### src/swrs_pkg.sv
// swrs_pkg: shared types, constants and helpers of the sliding window request stats unit
// no dependencies; imported by every module of the block
package swrs_pkg;

	localparam int unsigned MS_PER_S = 1000;
	localparam int unsigned Q_DEPTH = 2;
	localparam int unsigned Q_AW = 1;
	localparam int unsigned Q_CW = 2;
	localparam int unsigned DIV_W = 64;
	localparam int unsigned DIV_CW = 7;
	localparam int unsigned AVG_W = 40;
	localparam int unsigned CFG_IDX_W = 3;
	localparam int unsigned CFG_DATA_W = 12;

	localparam logic [CFG_IDX_W-1:0] CFG_RATE_WIN = 3'd0;
	localparam logic [CFG_IDX_W-1:0] CFG_BKT_WIN = 3'd1;
	localparam logic [CFG_IDX_W-1:0] CFG_DUR_WIN = 3'd2;
	localparam logic [CFG_IDX_W-1:0] CFG_ERR_WIN = 3'd3;

	typedef struct packed {
		logic        req_type;
		logic [39:0] now_ms;
		logic [39:0] epoch_sec;
		logic [31:0] elapsed_ms;
		logic        ok;
	} in_item_t;

	typedef struct packed {
		logic [10:0] rate_count;
		logic [39:0] avg_rate_q8;
		logic [31:0] max_bucket_count;
		logic [39:0] avg_duration_q8;
		logic [10:0] error_count;
		logic        overflow;
	} out_item_t;

	typedef enum logic {
		OP_RECORD,
		OP_QUERY
	} op_t;

	typedef struct packed {
		op_t         op;
		logic [39:0] now_ms;
		logic [39:0] epoch_sec;
		logic [31:0] elapsed_ms;
		logic        ok;
	} cmd_t;

	typedef struct packed {
		logic [11:0] rate_window_s;
		logic [9:0]  bucket_window_s;
		logic [11:0] duration_window_s;
		logic [11:0] error_window_s;
	} cfg_t;

	typedef enum logic [1:0] {
		RING_RATE,
		RING_BKT,
		RING_DUR,
		RING_ERR
	} ring_t;

	typedef enum logic [3:0] {
		ST_IDLE,
		ST_RATE_PUSH,
		ST_PRUNE_RD,
		ST_PRUNE_CK,
		ST_BK_RD,
		ST_BK_CK,
		ST_DUR_PUSH,
		ST_ERR_PUSH,
		ST_WALK,
		ST_DIV_RATE,
		ST_DIV_DUR,
		ST_OUT
	} st_t;

	function automatic logic [AVG_W-1:0] sat_avg(input logic [DIV_W-1:0] q);
		logic [AVG_W-1:0] r;
		if (q[DIV_W-1:AVG_W] != '0) begin
			r = '1;
		end else begin
			r = q[AVG_W-1:0];
		end
		return r;
	endfunction

endpackage

### src/swrs_front.sv
// swrs_front: takes input words, classifies them and holds them in a short queue
// depends on swrs_pkg
module swrs_front import swrs_pkg::*; (
	input  logic     clk,
	input  logic     arst_n,
	input  logic     start,
	input  in_item_t item,
	output logic     busy,
	output logic     cmd_valid,
	output cmd_t     cmd,
	input  logic     cmd_pop
);

	cmd_t            q_mem [Q_DEPTH];
	logic [Q_AW-1:0] wr_q;
	logic [Q_AW-1:0] rd_q;
	logic [Q_CW-1:0] cnt_q;
	logic            push;
	cmd_t            cls;

	assign busy      = (cnt_q == Q_CW'(Q_DEPTH));
	assign push      = start && !busy;
	assign cmd_valid = (cnt_q != '0);
	assign cmd       = q_mem[rd_q];

	// classify the word
	always_comb begin
		cls.op          = item.req_type ? OP_QUERY : OP_RECORD;
		cls.now_ms      = item.now_ms;
		cls.epoch_sec   = item.epoch_sec;
		cls.elapsed_ms  = item.elapsed_ms;
		cls.ok          = item.ok;
	end

	always_ff @(posedge clk) begin
		if (push) begin
			q_mem[wr_q] <= cls;
		end
	end

	always_ff @(posedge clk or negedge arst_n) begin
		if (!arst_n) begin
			wr_q  <= '0;
			rd_q  <= '0;
			cnt_q <= '0;
		end else begin
			if (push) begin
				wr_q <= wr_q + 1'b1;
			end
			if (cmd_pop) begin
				rd_q <= rd_q + 1'b1;
			end
			if (push && !cmd_pop) begin
				cnt_q <= cnt_q + 1'b1;
			end else if (!push && cmd_pop) begin
				cnt_q <= cnt_q - 1'b1;
			end
		end
	end

endmodule

### config.mk
export PLATFORM = sky130hd
export DESIGN_NAME = swrs_front
export DESIGN_NICKNAME = d
export VERILOG_FILES = /design/src/swrs_pkg.sv /design/src/swrs_front.sv
export SDC_FILE = /design/constraint.sdc
export NUM_CORES = 1
export LEC_CHECK = 0
export ABC_AREA = 0
export BUFFER_PORTS_ARGS = -buffer_cell sky130_fd_sc_hd__clkbuf_2
export CORE_ASPECT_RATIO = 1.75
export CORE_MARGIN = 4
export CORE_UTILIZATION = 38
export DETAILED_ROUTE_END_ITERATION = 10
export PLACE_DENSITY_LB_ADDON = 0.3
export SLEW_MARGIN = 20
export SYNTH_ARGS = -nofsm -noshare
export SYNTH_HDL_FRONTEND = slang
export SYNTH_SLANG_ARGS = --single-unit
### constraint.sdc
create_clock -name clk -period 10 [get_ports clk]
set_input_delay 1 -clock clk [delete_from_list [all_inputs] [get_ports clk]]
set_output_delay 1 -clock clk [all_outputs]
set_load 0.02 [all_outputs]
==> flow_summary.yaml <==
cells_and_area:
  final_cells: 933
  mostFrequentLayoutCells: "clkbuf_2 (233), edfxtp_1 (228), mux2_2 (64)"
  layout-drive-gt1-share_pct: 60.94
  layout_commonest_cell: "clkbuf_2"
  fin_util_pct: 48.39
  fillers: 1954
  nNetsFinal: 740
  multi_input_area_mm2: 0.001570
  area_growth_pct: 24.84
  regArea_mm2: 0.006950
floorplan:
  fp.dieW_um: 121.9
  core.rowCount: 72
  die-area_mm2: 0.02527
  core_region_area_mm2: 0.02225
  die_h_um: 207.3
  num_io_pins: 234
  initial_core_util_pct: 38.76
timing:
  slew_headroom_pct: 35.98
  fin_crit_sh_pct: 40.03
  post-route-min-period_ps: 4003
  setup_viol: 0
  rsz0062_at_grt: "false"
  clock_skew_ps: 10.77
  max_freq_mhz: 249.8
  hold_viol: 0
  worst_pin_slew_ps: 960.3
  drv_slew: 0
  final.setup.tns_ps: 0
global_route:
  grt_max_degree: 84
  grt_pass1_vias: 4786
  overflow: 0
  track_usage_pct: 13.15
  antenna_found_initial: 5
  grt_pass1_wl_um: 25330
drt:
  drt_wl_total_um: 17160
  avgRoutedWirePerCell_um: 18.39
  vias: 4265
  postRouteAntennaNets: 0
  drc: 0
  first_pass_iters: 4
  routed_via_density: 4.571
  first_iter_violations: 237
placed_design:
  place_hpwl_um: 12130
  portBuffers: 233
  place_inst: 894
  place_congestion: 0.7351
synth:
  ys_ff_latch: 232
  synth_cell_type_count: 15
  yosysWarningCount: 0
  avgSynthCellArea_um2: 23.06
  syn_nets: 493
  syn-instance-count: 374
  netlist_area_mm2: 0.008625
  yosysSeqAreaShare_pct: 80.55
critical_path:
  r2r_cells: 3
  worstSetupPathType: "reg2out"
  crit_start: "rd_q"
  critPathCaptureType: "primary output"
  reg2reg_from: "cnt_q[0]"
  critPathLaunchType: "flip-flop"
  crit_required_ps: 9000
  worstPathMaxFanout: 59
  cp.arrival_ps: 3000
status:
  status: "completed"
cts:
  cts_resized: 0
  cts_buffers: 21
  cts_num_sinks: 232
  cts_root_buffer: "clkbuf_16"
  cts_tree: "yes"
  cts.reportedPaths.clkPinSlew_ps: 70
  clk-insertion-delay-late_ps: 490
  cts_setup_buffers: 0
  htreeDepth: 1
  hold_buffers: 0
  clk_path_buf_depth: 3
hold_path:
  hold_class: "in2async"
flow_run:
  cap_violations: 0
power_and_ir_drop:
  leakagePower_nw: 4.209
  p_total_mw: 3.272
  power_density_mw_per_mm2: 303.9
  peakVddDrop_uv: 205.7
[sequential cells by signal, indices dropped and copies added, names as in the netlist]
name,count
rd_q,1
cnt_q,2
q_mem,228
wr_q,1
[layer usage]
layer  vias to the layer above  GRT usage (%)  share of wire, %
li1                       1966              -                 -
met1                      2086          12.00                31
met2                       159          25.36                56
met3                        48          4.008               7.9
met4                         6          6.306               4.4
met5                         -              0              0.16
[layout make-up]
type | count | area share, %
clock inverters | 10 | 0.6624
clock buffers | 27 | 5.462
flip-flops and latches | 232 | 64.56
well taps | 296 | 3.440
diodes | 2 | 0.04648
inverters | 3 | 0.1046
multi-input cells | 126 | 14.58
repair buffers | 237 | 11.14
[logic make-up after synthesis]
kind of cell,after synthesis,synth area share (%)
buf+inv,16,1.393
mux,114,17.06
fa+ha+maj,1,0.1451
flops,232,80.55
simple gates,6,0.3483
xor+xnor,5,0.5079
[synth_stat cells]
| cell type | count | area [um2] |
|---|---|---|
| nand2_1 | 1 | 3.750 |
| ha_1 | 1 | 12.51 |
| buf_2 | 6 | 30.03 |
| mux2_4 | 50 | 750.7 |
| edfxtp_1 | 228 | 6847 |
| xnor2_1 | 2 | 17.52 |
| or2_2 | 1 | 6.260 |
| nor2_1 | 2 | 7.510 |
| buf_6 | 7 | 78.83 |
| mux2_2 | 64 | 720.7 |
| inv_1 | 3 | 11.26 |
| xor2_1 | 3 | 26.28 |
| dfrtp_1 | 4 | 100.1 |
| nand2b_1 | 1 | 6.260 |
| and3_1 | 1 | 6.260 |
[report_power, final]
| part | internal (mW) | leakage [nW] | switching, mW |
|---|---|---|---|
| sequential | 1.33 | 2.16 | 0.101 |
| clock | 0.439 | 0.332 | 0.323 |
| combinational | 0.449 | 1.71 | 0.627 |
| total | 2.22 | 4.21 | 1.05 |
[path summary, 6_finish.rpt]
| check | end | slack, ps |
|---|---|---|
| worst max register to register | q_mem[1][18] | 7760 |
| worst max-delay path | cmd[24] | 6000 |
| max in group asynchronous | rd_q | 9540 |
| worst min register to register | cnt_q[1] | 490 |
| worst min-delay path | rd_q | 310 |
| min in group clk | cnt_q[1] | 490 |
[per-stage QoR]
step	instance area (um2)	worst slack (ps)	hold slack, ps
floorplan	8625	3583	455.9
global placement	10100	6541	472.4
detailed placement	10100	6484	472.1
CTS	10760	5947	285.1
global route	10760	5837	285.6
finish	10770	5997	310.5
[critical path, stage by stage (launching register included)]
cell and delay [ps]:
dfrtp_4 970, buf_4 840, mux2_2 430, clkbuf_2 160
Note: power is estimated with default switching activity, not from simulation.
